$ cat config.mk
export PLATFORM = sky130hd
export DESIGN_NAME = multilevel_feedback_scheduler
export DESIGN_NICKNAME = d
export VERILOG_FILES = /design/src/rtl/mfs_pkg.sv /design/src/rtl/mfs_ram.sv /design/src/rtl/mfs_front.sv /design/src/rtl/mfs_back.sv /design/src/rtl/multilevel_feedback_scheduler.sv
export SDC_FILE = /design/constraint.sdc
export NUM_CORES = 1
export LEC_CHECK = 0
export BUFFER_PORTS_ARGS = -buffer_cell sky130_fd_sc_hd__buf_2
export CAP_MARGIN = 10
export CORE_MARGIN = 2
export CORE_UTILIZATION = 30
export DETAILED_ROUTE_END_ITERATION = 12
export SYNTH_ARGS = -nofsm -noshare
export SYNTH_HDL_FRONTEND = slang
export SYNTH_SLANG_ARGS = --single-unit
$ cat constraint.sdc
create_clock -name clk -period 13.85 [get_ports clk]
set_clock_uncertainty 0.1 [all_clocks]
set_input_delay 2.77 -clock clk [delete_from_list [all_inputs] [get_ports clk]]
set_output_delay 2.77 -clock clk [all_outputs]
set_load 0.005 [all_outputs]
$ cat src/rtl/mfs_pkg.sv
// shared types, constants and codes of the multilevel feedback scheduler
package mfs_pkg;

    localparam int LEVELS      = 3;
    localparam int QUEUE_DEPTH = 16;

    localparam int NUM_QUEUES = LEVELS + 1;
    localparam int LV_IW      = $clog2(NUM_QUEUES);
    localparam int QD_W       = $clog2(QUEUE_DEPTH);
    localparam int CNT_W      = $clog2(QUEUE_DEPTH + 1);
    localparam int SUM_W      = QD_W + 1;
    localparam int RAM_DEPTH  = NUM_QUEUES * QUEUE_DEPTH;
    localparam int RAM_AW     = $clog2(RAM_DEPTH);
    localparam int TOTAL_W    = $clog2(RAM_DEPTH + 1);

    localparam int TAG_W   = 16;
    localparam int TIME_W  = 16;
    localparam int LEVEL_W = 3;
    localparam int KIND_W  = 2;
    localparam int ERR_W   = 2;

    localparam int FIFO_DEPTH = 2;
    localparam int FIFO_AW    = $clog2(FIFO_DEPTH);
    localparam int FIFO_CW    = $clog2(FIFO_DEPTH + 1);

    localparam logic [KIND_W-1:0] KIND_INSERT  = 2'd0;
    localparam logic [KIND_W-1:0] KIND_REQUEUE = 2'd1;
    localparam logic [KIND_W-1:0] KIND_SELECT  = 2'd2;
    localparam logic [KIND_W-1:0] KIND_CHECK   = 2'd3;

    localparam logic [ERR_W-1:0] ERR_OK     = 2'd0;
    localparam logic [ERR_W-1:0] ERR_FULL   = 2'd1;
    localparam logic [ERR_W-1:0] ERR_DEMOTE = 2'd2;

    typedef struct packed {
        logic [KIND_W-1:0] kind;
        logic [TAG_W-1:0]  tag;
        logic [TIME_W-1:0] elapsed;
        logic              finished;
    } cmd_t;

endpackage

$ cat src/rtl/mfs_ram.sv
// generic single-write, single-read ram with registered read data
module mfs_ram #(
    parameter int WIDTH  = 16,
    parameter int DEPTH  = 64,
    parameter int ADDR_W = $clog2(DEPTH)
) (
    input  logic              clk,
    input  logic              we,
    input  logic [ADDR_W-1:0] waddr,
    input  logic [WIDTH-1:0]  wdata,
    input  logic              re,
    input  logic [ADDR_W-1:0] raddr,
    output logic [WIDTH-1:0]  rdata
);

    logic [WIDTH-1:0] mem [DEPTH];
    logic [WIDTH-1:0] rdata_reg;

    always_ff @(posedge clk)
    begin
        if (we)
        begin
            mem[waddr] <= wdata;
        end
        if (re)
        begin
            rdata_reg <= mem[raddr];
        end
    end

    assign rdata = rdata_reg;

endmodule

$ cat src/rtl/mfs_front.sv
// front end: accepts requests, classifies them and queues them for the back end
module mfs_front import mfs_pkg::*; (
    input  logic              clk,
    input  logic              rst_n,
    input  logic              start,
    output logic              busy,
    input  logic [KIND_W-1:0] kind,
    input  logic [TAG_W-1:0]  task_tag,
    input  logic [TIME_W-1:0] service_time,
    input  logic [TIME_W-1:0] done_time,
    input  logic [TIME_W-1:0] elapsed_time,
    output cmd_t              cmd,
    output logic              cmd_valid,
    input  logic              cmd_pop
);

    cmd_t                entries_reg [FIFO_DEPTH];
    logic [FIFO_AW-1:0]  wr_ptr_reg;
    logic [FIFO_AW-1:0]  wr_ptr_next;
    logic [FIFO_AW-1:0]  rd_ptr_reg;
    logic [FIFO_AW-1:0]  rd_ptr_next;
    logic [FIFO_CW-1:0]  count_reg;
    logic [FIFO_CW-1:0]  count_next;
    logic                accept;
    logic                pop;
    logic [TIME_W:0]     sum;
    cmd_t                incoming;

    // the finished test is settled here so the back end sees a single bit
    assign sum = {1'b0, done_time} + {1'b0, elapsed_time};

    always_comb
    begin
        incoming.kind     = kind;
        incoming.tag      = task_tag;
        incoming.elapsed  = elapsed_time;
        incoming.finished = (sum == {1'b0, service_time});
    end

    assign busy      = (count_reg == FIFO_CW'(FIFO_DEPTH));
    assign accept    = start && !busy;
    assign cmd_valid = (count_reg != '0);
    assign pop       = cmd_pop && cmd_valid;
    assign cmd       = entries_reg[rd_ptr_reg];

    always_comb
    begin
        wr_ptr_next = wr_ptr_reg;
        rd_ptr_next = rd_ptr_reg;
        count_next  = count_reg;
        if (accept)
        begin
            wr_ptr_next = (wr_ptr_reg == FIFO_AW'(FIFO_DEPTH - 1)) ? '0 : wr_ptr_reg + 1'b1;
        end
        if (pop)
        begin
            rd_ptr_next = (rd_ptr_reg == FIFO_AW'(FIFO_DEPTH - 1)) ? '0 : rd_ptr_reg + 1'b1;
        end
        if (accept && !pop)
        begin
            count_next = count_reg + 1'b1;
        end
        else if (pop && !accept)
        begin
            count_next = count_reg - 1'b1;
        end
    end

    always_ff @(posedge clk or negedge rst_n)
    begin
        if (!rst_n)
        begin
            wr_ptr_reg <= '0;
            rd_ptr_reg <= '0;
            count_reg  <= '0;
        end
        else
        begin
            wr_ptr_reg <= wr_ptr_next;
            rd_ptr_reg <= rd_ptr_next;
            count_reg  <= count_next;
        end
    end

    always_ff @(posedge clk)
    begin
        if (accept)
        begin
            entries_reg[wr_ptr_reg] <= incoming;
        end
    end

endmodule

$ cat src/rtl/mfs_back.sv
// back end: ready queue bookkeeping, tag memory and result generation
module mfs_back import mfs_pkg::*; (
    input  logic               clk,
    input  logic               rst_n,
    input  cmd_t               cmd,
    input  logic               cmd_valid,
    output logic               cmd_pop,
    output logic               done,
    output logic               found,
    output logic [TAG_W-1:0]   picked_tag,
    output logic [LEVEL_W-1:0] picked_level,
    output logic               keep_running,
    output logic               none_waiting,
    output logic [ERR_W-1:0]   error_code
);

    logic [QD_W-1:0]    heads_reg  [NUM_QUEUES];
    logic [QD_W-1:0]    heads_next [NUM_QUEUES];
    logic [CNT_W-1:0]   counts_reg  [NUM_QUEUES];
    logic [CNT_W-1:0]   counts_next [NUM_QUEUES];
    logic [LEVEL_W-1:0] cur_level_reg;
    logic [LEVEL_W-1:0] cur_level_next;
    logic               level_valid_reg;
    logic               level_valid_next;
    logic [TOTAL_W-1:0] total_reg;
    logic [TOTAL_W-1:0] total_next;

    logic               done_reg;
    logic               found_reg;
    logic               found_next;
    logic [LEVEL_W-1:0] picked_level_reg;
    logic [LEVEL_W-1:0] picked_level_next;
    logic               keep_reg;
    logic               keep_next;
    logic               none_reg;
    logic [ERR_W-1:0]   err_reg;
    logic [ERR_W-1:0]   err_next;

    logic               any_waiting;
    logic [LEVEL_W-1:0] pick_lv;
    logic [LEVEL_W-1:0] tgt_lv;
    logic [LV_IW-1:0]   tgt_idx;
    logic [QD_W-1:0]    tgt_head;
    logic [CNT_W-1:0]   tgt_count;
    logic [SUM_W-1:0]   tail_sum;
    logic [QD_W-1:0]    tail;
    logic [QD_W-1:0]    head_inc;
    logic               tgt_full;
    logic               do_push;
    logic               do_pop;
    logic [RAM_AW-1:0]  wr_addr;
    logic [RAM_AW-1:0]  rd_addr;
    logic [RAM_AW-1:0]  tgt_base;
    logic [TAG_W-1:0]   rd_data;
    logic [TIME_W:0]    slice;

    assign cmd_pop = cmd_valid;

    // highest priority level holding a tag
    always_comb
    begin
        any_waiting = 1'b0;
        pick_lv     = '0;
        for (int lv = NUM_QUEUES - 1; lv >= 0; lv--)
        begin
            if (counts_reg[lv] != '0)
            begin
                any_waiting = 1'b1;
                pick_lv     = LEVEL_W'(lv);
            end
        end
    end

    always_comb
    begin
        case (cmd.kind)
            KIND_INSERT:  tgt_lv = '0;
            KIND_REQUEUE: tgt_lv = cur_level_reg + 1'b1;
            KIND_SELECT:  tgt_lv = pick_lv;
            default:      tgt_lv = '0;
        endcase
    end

    assign tgt_idx   = tgt_lv[LV_IW-1:0];
    assign tgt_head  = heads_reg[tgt_idx];
    assign tgt_count = counts_reg[tgt_idx];
    assign tgt_full  = (tgt_count == CNT_W'(QUEUE_DEPTH));
    assign tail_sum  = SUM_W'(tgt_head) + SUM_W'(tgt_count);
    assign tail      = (tail_sum >= SUM_W'(QUEUE_DEPTH))
                       ? QD_W'(tail_sum - SUM_W'(QUEUE_DEPTH)) : QD_W'(tail_sum);
    assign head_inc  = (tgt_head == QD_W'(QUEUE_DEPTH - 1)) ? '0 : tgt_head + 1'b1;
    assign tgt_base  = RAM_AW'(tgt_lv) * RAM_AW'(QUEUE_DEPTH);
    assign wr_addr   = tgt_base + RAM_AW'(tail);
    assign rd_addr   = tgt_base + RAM_AW'(tgt_head);
    assign slice     = (TIME_W + 1)'(1) << cur_level_reg;

    always_comb
    begin
        do_push           = 1'b0;
        do_pop            = 1'b0;
        found_next        = 1'b0;
        picked_level_next = '0;
        keep_next         = 1'b0;
        err_next          = ERR_OK;
        cur_level_next    = cur_level_reg;
        level_valid_next  = level_valid_reg;
        if (cmd_valid)
        begin
            case (cmd.kind)
                KIND_INSERT:
                begin
                    if (tgt_full)
                    begin
                        err_next = ERR_FULL;
                    end
                    else
                    begin
                        do_push = 1'b1;
                    end
                end
                KIND_REQUEUE:
                begin
                    if (!level_valid_reg || cur_level_reg >= LEVEL_W'(LEVELS))
                    begin
                        err_next = ERR_DEMOTE;
                    end
                    else if (tgt_full)
                    begin
                        err_next = ERR_FULL;
                    end
                    else
                    begin
                        do_push = 1'b1;
                    end
                end
                KIND_SELECT:
                begin
                    if (any_waiting)
                    begin
                        do_pop            = 1'b1;
                        found_next        = 1'b1;
                        picked_level_next = pick_lv;
                        cur_level_next    = pick_lv;
                        level_valid_next  = 1'b1;
                    end
                end
                KIND_CHECK:
                begin
                    if (cmd.finished || !level_valid_reg)
                    begin
                        keep_next = 1'b0;
                    end
                    else if (cur_level_reg >= LEVEL_W'(LEVELS))
                    begin
                        keep_next = 1'b1;
                    end
                    else
                    begin
                        keep_next = ({1'b0, cmd.elapsed} < slice);
                    end
                end
                default:
                begin
                    err_next = ERR_OK;
                end
            endcase
        end
    end

    always_comb
    begin
        total_next = total_reg;
        if (do_push)
        begin
            total_next = total_reg + 1'b1;
        end
        else if (do_pop)
        begin
            total_next = total_reg - 1'b1;
        end
        for (int lv = 0; lv < NUM_QUEUES; lv++)
        begin
            heads_next[lv]  = heads_reg[lv];
            counts_next[lv] = counts_reg[lv];
            if (tgt_idx == LV_IW'(lv))
            begin
                if (do_push)
                begin
                    counts_next[lv] = counts_reg[lv] + 1'b1;
                end
                else if (do_pop)
                begin
                    counts_next[lv] = counts_reg[lv] - 1'b1;
                    heads_next[lv]  = head_inc;
                end
            end
        end
    end

    always_ff @(posedge clk or negedge rst_n)
    begin
        if (!rst_n)
        begin
            for (int lv = 0; lv < NUM_QUEUES; lv++)
            begin
                heads_reg[lv]  <= '0;
                counts_reg[lv] <= '0;
            end
            cur_level_reg   <= '0;
            level_valid_reg <= 1'b0;
            total_reg       <= '0;
            done_reg        <= 1'b0;
        end
        else
        begin
            for (int lv = 0; lv < NUM_QUEUES; lv++)
            begin
                heads_reg[lv]  <= heads_next[lv];
                counts_reg[lv] <= counts_next[lv];
            end
            cur_level_reg   <= cur_level_next;
            level_valid_reg <= level_valid_next;
            total_reg       <= total_next;
            done_reg        <= cmd_valid;
        end
    end

    always_ff @(posedge clk)
    begin
        found_reg        <= found_next;
        picked_level_reg <= picked_level_next;
        keep_reg         <= keep_next;
        none_reg         <= (total_next == '0);
        err_reg          <= err_next;
    end

    // tag read lands in the same cycle as the strobe
    mfs_ram #(
        .WIDTH (TAG_W),
        .DEPTH (RAM_DEPTH)
    ) u_tags (
        .clk   (clk),
        .we    (do_push),
        .waddr (wr_addr),
        .wdata (cmd.tag),
        .re    (do_pop),
        .raddr (rd_addr),
        .rdata (rd_data)
    );

    assign done         = done_reg;
    assign found        = found_reg;
    assign picked_tag   = found_reg ? rd_data : '0;
    assign picked_level = picked_level_reg;
    assign keep_running = keep_reg;
    assign none_waiting = none_reg;
    assign error_code   = err_reg;

endmodule

$ cat src/rtl/multilevel_feedback_scheduler.sv
// top level of the multilevel feedback scheduler: front end, request queue and back end
// done is registered in the back end from a request that has passed through the front-end queue register
// throughput: one request per cycle, the tag memory's registered read lines up with done
// busy stays low: the back end drains a request every cycle so the queue holds at most one
// the receiver cannot stall
// reset clears the request queue, queue heads and counts, waiting total and current level;
// the tag memory is not cleared
module multilevel_feedback_scheduler import mfs_pkg::*; (
    input  logic               clk,
    input  logic               rst_n,
    input  logic               start,
    output logic               busy,
    input  logic [KIND_W-1:0]  kind,
    input  logic [TAG_W-1:0]   task_tag,
    input  logic [TIME_W-1:0]  service_time,
    input  logic [TIME_W-1:0]  done_time,
    input  logic [TIME_W-1:0]  elapsed_time,
    output logic               done,
    output logic               found,
    output logic [TAG_W-1:0]   picked_tag,
    output logic [LEVEL_W-1:0] picked_level,
    output logic               keep_running,
    output logic               none_waiting,
    output logic [ERR_W-1:0]   error_code
);

    cmd_t cmd;
    logic cmd_valid;
    logic cmd_pop;

    mfs_front u_front (
        .clk          (clk),
        .rst_n        (rst_n),
        .start        (start),
        .busy         (busy),
        .kind         (kind),
        .task_tag     (task_tag),
        .service_time (service_time),
        .done_time    (done_time),
        .elapsed_time (elapsed_time),
        .cmd          (cmd),
        .cmd_valid    (cmd_valid),
        .cmd_pop      (cmd_pop)
    );

    mfs_back u_back (
        .clk          (clk),
        .rst_n        (rst_n),
        .cmd          (cmd),
        .cmd_valid    (cmd_valid),
        .cmd_pop      (cmd_pop),
        .done         (done),
        .found        (found),
        .picked_tag   (picked_tag),
        .picked_level (picked_level),
        .keep_running (keep_running),
        .none_waiting (none_waiting),
        .error_code   (error_code)
    );

endmodule

Word-level counts from Yosys, hierarchy flattened:

Memory sizes are Yosys's and may differ from the RTL's. A register that Yosys moved wholly into a read port is not among the register bits.
Cells that the tools add are included.

* bits in registers: 58
* RAM bits: 1094
* input bits: 69
* output and inout port bits: 26
* logic and storage cells: 138
* memories kept: 2

* add/subtract/negate cells: 21
* order comparisons: 4
* equal/unequal tests: 10
* shifts and indexed selects: 1
* mux-type cells: 47
* bitwise logic cells: 4
* reductions and logical operators: 29

Memory list
* u_back.u_tags.mem: depth 64, width 16, rd ports 1, clocked after Yosys merged registers in 1, wr ports 1, line mfs_ram.sv:16 `logic [WIDTH-1:0] mem [DEPTH];`
* u_front.entries_reg: depth 2, width 35, rd ports 1, clocked after Yosys merged registers in 0, wr ports 1, line mfs_front.sv:17 `cmd_t entries_reg [FIFO_DEPTH];`

Operators by type and width (count)
* two-way mux 5 bit: 10
* adder 5 x 1 -> 5 bit, second input constant: 4
* nonzero test 5 bit: 4
* subtractor 5 x 1 -> 5 bit, second input constant: 4
* two-way mux 1 bit: 18
* adder 16 x 16 -> 17 bit: 1
* == test 17 x 16 -> 1 bit: 1
* < comparator 16 x 17 -> 1 bit: 1
* left shift 1 x 2 -> 17 bit, first input constant: 1
* two-way mux 16 bit: 1
* two-way mux 4 bit: 4
* AND reduction 3 bit: 5
* two-way mux 2 bit: 7
* two-way mux 7 bit: 2
* adder 6 x 4 -> 6 bit: 2
* binary-select mux 5 bit (select 2 bit): 1
* == test 2 bit, second input constant: 5
* binary-select mux 4 bit (select 2 bit): 1
* case mux 2 bit (2 select lines): 2
* AND reduction 2 bit: 4
* adder 7 x 1 -> 7 bit, second input constant: 1
* logical NOT 7 bit: 1
* subtractor 7 x 1 -> 7 bit, second input constant: 1
* nonzero test 2 bit: 3
* 20 further kinds: 32

Depth between registers and ports, before layout:

Gate-level depths: netlist of the first run.

* depth in word-level cells: 17
* gate-level depth with buffers: 24
* depth with buffers taken out: 19

Hierarchy:

Synthesis of the first run repeated with hierarchy kept, for this count alone.

* cell total of the unflattened synthesis: 2453
* area, all modules: 47513.1 sq um

By module, submodules not included
* mfs_ram: instances 1, cells an instance 1829, area each 40202.3 sq um, sequential area each 31230.0 sq um
* mfs_front: instances 1, cells an instance 252, area each 3691.0 sq um, sequential area each 2202.1 sq um
* mfs_back: instances 1, cells an instance 372, area each 3619.7 sq um, sequential area each 1316.3 sq um

Worst setup path before layout of the first run:

No wires, ideal clock.

* kind: register -> register
* start point: reg u_front.rd_ptr_reg
* end point: mem u_back.u_tags.mem[34][0] (enable)
* setup time: 0.409 ns
* arrival: 5.698 ns
* required time: 13.341 ns
* path slack: 7.643 ns
* stages on the path, launching flop included: 20
* buffers on the path: 4
* clock period less this slack: 6.207 ns
* cells stage by stage: dfrtp_1 -> clkbuf_1 -> buf_1 -> mux2i_1 -> ha_1 -> inv_1 -> or3_4 -> o31a_1 -> a21oi_1 -> o22ai_2 -> inv_2 -> clkbuf_1 -> clkbuf_1 -> ha_1 -> a21oi_1 -> xnor2_1 -> xnor2_1 -> nor2_1 -> nand2_1 -> nor3_1

* cells in the longest elaborated chain, start to end: 14
* elaborated cells on any way between the ends: 24
* those cells by class: add/sub (3); order compare (1); eq/ne (3); mux (14); bitwise (1); reduce/logical (1); memory (1)

RTL lines
* from (decl): line mfs_front.sv:20 `logic [FIFO_AW-1:0] rd_ptr_reg;`
* from (signal assigned): line mfs_front.sv:80 `rd_ptr_reg <= rd_ptr_next;`
* memory (2 x 35 bit) (*)
* parallel branches: the longest is 13 deep, another holds adder 6 x 4 -> 6 bit
* to (decl): line mfs_ram.sv:16

Mark *: on every way between the ends. The select of a mux whose other input is x is not followed.

Final worst setup path of the first run:

* start point: reg u_front.rd_ptr_reg
* end point: reg u_back.u_tags.rdata_reg[6], in the netlist u_back.u_tags.rdata[6], read port of u_back.u_tags.mem (data pin)

* cells in the longest elaborated chain, start to end: 8
* elaborated cells on any way between the ends: 11
* those cells by class: add/sub (1); eq/ne (2); mux (6); bitwise (1); memory (1)

RTL lines
* memory (2 x 35 bit) (*)
* == test 2 bit / == test 2 x 1 -> 1 bit (equally long branches): line mfs_back.sv:76, mfs_back.sv:109
* case mux 2 bit (2 select lines): line mfs_back.sv:76 `case (cmd.kind)`
* inverter 2 -> 3 bit (implied by the code): line mfs_back.sv:85 `assign tgt_head = heads_reg[tgt_idx];`
* binary-select mux 4 bit (select 2 bit): line mfs_back.sv:85
* two-way mux 4 bit (implied by the code) (2 in a row): line mfs_back.sv:85
* adder 6 x 4 -> 6 bit: line mfs_back.sv:94 `assign rd_addr = tgt_base + RAM_AW'(tgt_head);`
* to (decl): line mfs_ram.sv:17 `logic [WIDTH-1:0] rdata_reg;`

Mark *: on every way between the ends. The rest lies on a longest branch, timed or not. The select of a mux whose other input is x is not followed.
A chain may end at the register's enable or synchronous reset.

==> metrics.md, run 1 <==
| Metric | Value |
|---|---|
| Worst-Margin Slew | `1.31 ns` |
| Multi-input logic area | `12600 um^2` |
| Via count | `31200` |
| Layout Nets | `3791` |
| Period Utilization, post-route | `0.536` |
| Area of the core | `between 150000 and 200000 um^2` |
| Clock Path Buffers | `3` |
| DRT Pass-1 Iters | `5` |
| Setup Fix Bufs, Post-CTS | `0` |
| Status | `finished clean` |
| CP cell instances | `buf_4 -> mux2i_1 -> ha_1 -> inv_1 -> or3_4 -> o31ai_4 -> nand2_1 -> a21o_4 -> and3_4 -> inv_8 -> buf_4 -> buf_12 -> mux2i_1 -> mux2i_1 -> a22oi_1 -> a21oi_1 -> or4_1` |
| First-pass GRT wire length | `206000 um` |
| Largest register FFs | `1024` |
| Register area | `about 35000 um^2` |
| Die height | `about 410 um` |
| Remaining antenna violation count | `0` |
| Post-Syn Instances | `roughly 3600` |
| Die Area | `between 150000 and 200000 um^2` |
| Post-synthesis cell type count | `76` |
| Layout cells sized above 1 | `0.128` |
| GRT Residual Overflow | `0` |
| CP delay by family, top | `buffers and inverters` |
| Relative slew slack | `0.123` |
| Worst min-delay path startpoint | `u_front.count_reg[1]$_DFFE_PN0P_` |
| IR drop worst, VDD | `0.230 mV` |
| Total I/O pin count | `between 90 and 100` |
| CP max FO | `153` |
| CTS-repair resized insts | `0` |
| DR DRC count | `0` |
| RSZ-0062 raised after global routing | `no` |
| FILL cells | `15600` |
| Sequential element share of the synthesized area | `0.716` |
| Peak Freq | `between 100 and 150 MHz` |
| Largest net degree at the start of global routing | `about 170` |
| EDFF count, synth | `1110` |
| Root buffer cell | `clkbuf_16` |
| H-Tree Level Count | `3` |
| CTS tree | `built` |
| Worst hold path class | `reg -> reg` |
| Commonest non-fill, non-tap cell in the layout | `edfxtp_1` |
| Sink Count | `roughly 1200` |
| Kind of critical path | `reg -> reg` |
| Max-cap violations | `0` |
| Reg2reg end | `u_back.u_tags.rdata[6]$_DFFE_PP_` |
| Final hold viol count | `0` |
| Tmin final | `roughly 7.4 ns` |
| Num CTS Buffers | `approximately 120` |
| Vias in the first global route | `between 20000 and 30000` |
| Buffers on Ports | `93` |
| Hold path endpoint | `u_front.count_reg[1]$_DFFE_PN0P_` |
| Worst-case hold slack | `between 0.3 and 0.4 ns` |
| FF+latch count, synth | `approximately 1200` |
| Dominant synthesized flop cell | `edfxtp_1` |
| Required @ worst endpoint | `between 10 and 15 ns` |
| R2R Setup Slk | `6.43 ns` |
| Die width | `406 um` |
| Synth-to-Final Area Change | `15.3%` |
| Worst setup SP type | `register` |
| Effective utilization at floorplan | `0.302` |
| DR iter-0 viols | `between 3000 and 4000` |
| Worst path most repeated cell | `mux2i_1` |
| Gr usage total | `0.168` |
| Asr flop ratio synth | `0.0437` |
| Post-Route Setup TNS | `0 ns` |
| CP arrival | `approximately 7.8 ns` |
| Average size of a mapped cell | `around 14 um^2` |
| Post-DP HPWL | `~84000 um` |
| LEAKAGE | `19.3 nW` |
| Setup violators final | `0` |
| Antenna violations before repair | `10` |
| Worst skew pair latency | `~0.71 ns` |
| R2r worst-path depth | `17` |
| Slowest cell on the critical path | `buf_4` |
| Cts-stage hold buffer count | `0` |
| Drt total wl | `roughly 140000 um` |
| Final slew viol count | `0` |
| Hold path depth | `1` |
| WP buf/inv | `5` |
| PwrDens | `255 nW/um^2` |
| Std-Cell Rows | `roughly 150` |
| Syn Nets | `approximately 3700` |
| GPL Wtd Cong | `between 0.8 and 0.9` |
| R2r startpoint | `u_front.rd_ptr_reg$_DFFE_PN0N_` |
| CP Capture Type | `register` |
| Crit-path max cell delay | `0.73 ns` |
| Syn Std Cell Area | `between 40000 and 50000 um^2` |
| Most frequent cells in the layout | `edfxtp_1 (1110), nand2_1 (706), nand3_1 (271)` |
| Vias per cell | `5.25` |
| YS warnings | `0` |
| Clock-pin slew on the worst setup and hold paths | `0.06 ns` |
| Routed WL per cell | `23.9 um` |
==> layout make-up <==
| type | instances | area share |
|---|---|---|
| clock inverter | 82 | 0.0184 |
| tap | 2160 | 0.0483 |
| antenna | 2 | 0.0000894 |
| multi-input combinational | 2062 | 0.225 |
| inverter | 109 | 0.00749 |
| timing repair buffer | 213 | 0.0254 |
| sequential | 1168 | 0.621 |
| clock buffer | 136 | 0.0545 |
==> how the worst max path moves through the flow <==
stage | start | end | slack, ns | cells past startpoint
6_report | u_front.rd_ptr_reg$_DFFE_PN0N_ | u_back.u_tags.rdata[6]$_DFFE_PP_ | 6.43 | 17
4_1_cts | u_front.rd_ptr_reg$_DFFE_PN0N_ | u_back.u_tags.mem[53][14]$_DFFE_PP_ | 6.50 | 17
3_5_place_dp | u_front.rd_ptr_reg$_DFFE_PN0N_ | u_back.u_tags.mem[53][14]$_DFFE_PP_ | 6.54 | 17
2_1_floorplan | u_front.rd_ptr_reg$_DFFE_PN0N_ | u_back.u_tags.mem[34][0]$_DFFE_PP_ | 7.64 | 19
3_3_place_gp | u_front.rd_ptr_reg$_DFFE_PN0N_ | u_back.u_tags.mem[63][7]$_DFFE_PP_ | 6.59 | 18
5_1_grt | u_front.rd_ptr_reg$_DFFE_PN0N_ | u_back.u_tags.rdata[6]$_DFFE_PP_ | 6.14 | 17
==> stage by stage <==
step | setup slack (ns) | power, mW | instances | cell area, um^2 | util
after floorplan | 7.64 | 8.53 | 3551 | 48600 | -
after global placement | 6.59 | 10.8 | 5709 | 51800 | 0.322
after detailed placement | 6.54 | 10.9 | 5712 | 51900 | 0.323
after CTS | 6.50 | 14.3 | 5930 | 56000 | 0.348
after global routing | 6.14 | 14.8 | 5930 | 56000 | 0.348
final | 6.43 | 14.3 | 5932 | 56000 | 0.348
==> report_power, final <==
part | internal, mW | switching, mW
sequential | 4.69 | 0.168
combinational | 1.63 | 4.41
clock | 2.00 | 1.37
==> Yosys cell counts, types with 4 or more instances <==
master,n,area share
xor2_1,13,0.0023
nand2_1,706,0.055
and2_1,18,0.0023
a31oi_1,144,0.019
edfxtp_1,1110,0.69
nand4_1,9,0.0012
nor4_1,16,0.0021
a311oi_1,90,0.016
nor2b_1,4,0.00052
or2_2,6,0.00077
inv_1,104,0.0080
a21o_1,18,0.0028
a211oi_1,79,0.012
o21a_1,7,0.0011
mux2_2,44,0.010
a32oi_1,14,0.0025
a221oi_1,12,0.0022
a22oi_1,11,0.0017
o31a_1,4,0.00072
buf_4,4,0.00062
a21oi_1,58,0.0060
mux4_2,6,0.0028
nor2_1,99,0.0077
buf_2,77,0.0079
and3_1,4,0.00052
buf_1,16,0.0012
o21ai_0,20,0.0021
dfrtp_1,51,0.026
nand2b_1,9,0.0012
nand3_1,271,0.028
dfxtp_1,7,0.0029
mux2i_1,159,0.033
nor3_1,27,0.0028
xnor2_1,45,0.0081
fa_1,6,0.0025
o22ai_1,37,0.0048
ha_1,47,0.012
o2111ai_1,5,0.00090
clkbuf_1,113,0.0087
or4_1,19,0.0029
o21ai_1,5,0.00052
==> layer usage <==
metal  vias up  GRT usage  part of all wire  routed length, um
met1     15700      0.231              0.41              57900
met5         -          0           0.00026                 37
met4         6     0.0678             0.041               5870
met3       271     0.0257             0.087              12300
met2      1514      0.265              0.46              65700
li1      13600          -                 -                  -
==> logic make-up (layout without fill, tap and decap cells) <==
group           count (synthesis)  count (layout)  share of synthesized area
other cells                     1               3                  0.0000772
fa+ha+maj                      53              53                     0.0146
buf+inv                       321             540                     0.0274
compound gates                537             537                     0.0786
flops                        1168            1168                      0.716
simple gates                 1202            1202                      0.107
xor+xnor                       58              58                     0.0105
mux                           211             211                     0.0462
(Power assumes the default switching activity.)
==> inputs of run 2 (changes only) <==
Clock period 13.85 ns to 7.7 ns, I/O delays scaled along.
==> run 2 against run 1 <==
Net effect: setup slack got worse by 5.1 ns; critical endpoint is now u_back.u_tags.mem[61][0]$_DFFE_PP_; largest power group unchanged; final cell count fell by 0.13%; first-iteration DRC count fell by 17%; utilization fell by 0.35 points; power rose by 74%; routed wire length fell by 3.5%; count of clock-buffer cells in the layout rose by 12; maximum frequency rose by 17%.
==> metrics.md, run 2 (synthesized netlist as in run 1, its figures left out) <==
| Metric | Value |
|---|---|
| Status | `finished clean` |
| Num CTS Buffers | `112` |
| Largest register FFs | `roughly 1000` |
| Total power | `around 25 mW` |
| Die width | `between 400 and 500 um` |
| Final instance area | `around 55000 um^2` |
| Final slew viol count | `0` |
| Worst hold path class | `reg -> reg` |
| Routed WL per cell | `23.1 um` |
| CP arrival | `between 6 and 7 ns` |
| Root buffer cell | `clkbuf_16` |
| Kind of critical path | `reg -> reg` |
| Commonest non-fill, non-tap cell in the layout | `edfxtp_1` |
| Layout cells sized above 1 | `0.119` |
| Relative slew slack | `0.136` |
| Layout Nets | `3789` |
| Drt total wl | `about 140000 um` |
| Area of the core | `161000 um^2` |
| Clock Path Buffers | `3` |
| Gr usage total | `0.162` |
| Via count | `between 30000 and 40000` |
| Synth-to-Final Area Change | `14.1%` |
| Most frequent cells in the layout | `edfxtp_1 (1110), nand2_1 (706), nand3_1 (271)` |
| Vias per cell | `5.19` |
| GPL Wtd Cong | `0.880` |
| Peak Freq | `between 150 and 200 MHz` |
| Sink Count | `between 1000 and 1500` |
| CP max FO | `34` |
| DR DRC count | `0` |
| Multi-input logic area | `roughly 13000 um^2` |
| First-pass GRT wire length | `between 200000 and 250000 um` |
| Die Area | `about 170000 um^2` |
| Setup violators final | `0` |
| Period Utilization, post-route | `0.823` |
| CP Capture Type | `register` |
| Worst skew pair latency | `about 0.72 ns` |
| R2R Setup Slk | `1.37 ns` |
| Total I/O pin count | `95` |
| IR drop worst, VDD | `about 0.84 mV` |
| Post-DP HPWL | `between 70000 and 80000 um` |
| DR iter-0 viols | `roughly 3300` |
| Vias in the first global route | `~29000` |
| Post-Route Setup TNS | `0 ns` |
| Largest net degree at the start of global routing | `roughly 150` |
| Max-cap violations | `0` |
| CTS-repair resized insts | `0` |
| DRT Pass-1 Iters | `6` |
| Effective utilization at floorplan | `0.302` |
| Cts-stage hold buffer count | `0` |
| Required @ worst endpoint | `~8.0 ns` |
| Clock-pin slew on the worst setup and hold paths | `roughly 0.060 ns` |
| GRT Residual Overflow | `0` |
| FILL cells | `15700` |
| Die height | `approximately 410 um` |
| Remaining antenna violation count | `0` |
| Worst setup SP type | `register` |
| LEAKAGE | `between 15 and 20 nW` |
| CTS tree | `built` |
| Std-Cell Rows | `between 100 and 150` |
| H-Tree Level Count | `3` |
| Setup Fix Bufs, Post-CTS | `0` |
| PwrDens | `approximately 450 nW/um^2` |
| Register area | `around 35000 um^2` |
| Final hold viol count | `0` |
| Post-Place Cell Area | `just over 50000 um^2` |
| Tmin final | `between 6 and 7 ns` |
| Worst-Margin Slew | `around 1.3 ns` |
| Worst-case hold slack | `0.393 ns` |
| RSZ-0062 raised after global routing | `no` |
| Antenna violations before repair | `7` |
| Buffers on Ports | `93` |
run 2: cell types whose count changed in the layout (fill, tap and decap cells not counted), sizes merged:
cell,delta
buf,+1
bufinv,-16
clkbuf,+12
clkinvlp,-7
diode,-1
inv,+3
run 2: final timing paths:
kind,startpoint,end,depth (start not counted)
worst max-delay path,u_front.rd_ptr_reg$_DFFE_PN0N_,u_back.u_tags.mem[61][0]$_DFFE_PP_,17
worst min-delay path,u_back.counts_reg[14]$_DFFE_PN0P_,u_back.counts_reg[14]$_DFFE_PN0P_,1
worst max register to register,u_front.rd_ptr_reg$_DFFE_PN0N_,u_back.u_tags.mem[61][0]$_DFFE_PP_,17
worst min register to register,u_back.counts_reg[14]$_DFFE_PN0P_,u_back.counts_reg[14]$_DFFE_PN0P_,1
max in group asynchronous,rst_n,u_back.heads_reg[2]$_DFFE_PN0P_,2
min in group asynchronous,rst_n,u_front.wr_ptr_reg$_DFFE_PN0P_,2
run 2: area by class of cell:
| class | count | area share |
|---|---|---|
| Antenna cell | 1 | 0.0000452 |
| Clock buffer | 148 | 0.0539 |
| Clock inverter | 62 | 0.00908 |
| Inverter | 109 | 0.00756 |
| Multi-Input combinational cell | 2062 | 0.227 |
| Sequential cell | 1168 | 0.627 |
| Tap cell | 2160 | 0.0488 |
| Timing Repair Buffer | 214 | 0.0268 |
run 2: power breakdown:
group / switching, mW / internal [mW] / total, mW
clock network: 2.35 / 2.96 / 5.31
registers: 0.301 / 8.44 / 8.74
logic: 7.86 / 2.98 / 10.8
run 2: worst max-delay path, stage by stage (launching register included):
cell,delay (ns)
dfrtp_1,0.39
mux2i_1,0.32
ha_1,0.26
inv_1,0.10
or3_4,0.40
o31ai_4,0.57
nand2_1,0.27
a21o_4,0.25
and3_4,0.30
inv_8,0.32
ha_1,0.24
inv_1,0.07
fa_1,0.47
xnor2_1,0.51
nand3_1,0.42
buf_4,0.30
nor2_1,0.37
buf_4,0.32
run 2: stage by stage:
stage	setup WS (ns)	instances	utilization
global route	1.11	5923	0.345
floorplan	1.49	3551	-
global placement	1.59	5713	0.323
CTS	1.49	5923	0.345
finish	1.37	5924	0.345
detailed placement	1.53	5713	0.323
run 2: layer usage:
layer,track usage,routed length (um),vias up
met3,0.0269,11100,204
met5,0,38,-
met4,0.0602,4660,6
met1,0.222,57700,15600
li1,-,-,13600
met2,0.259,63500,1351
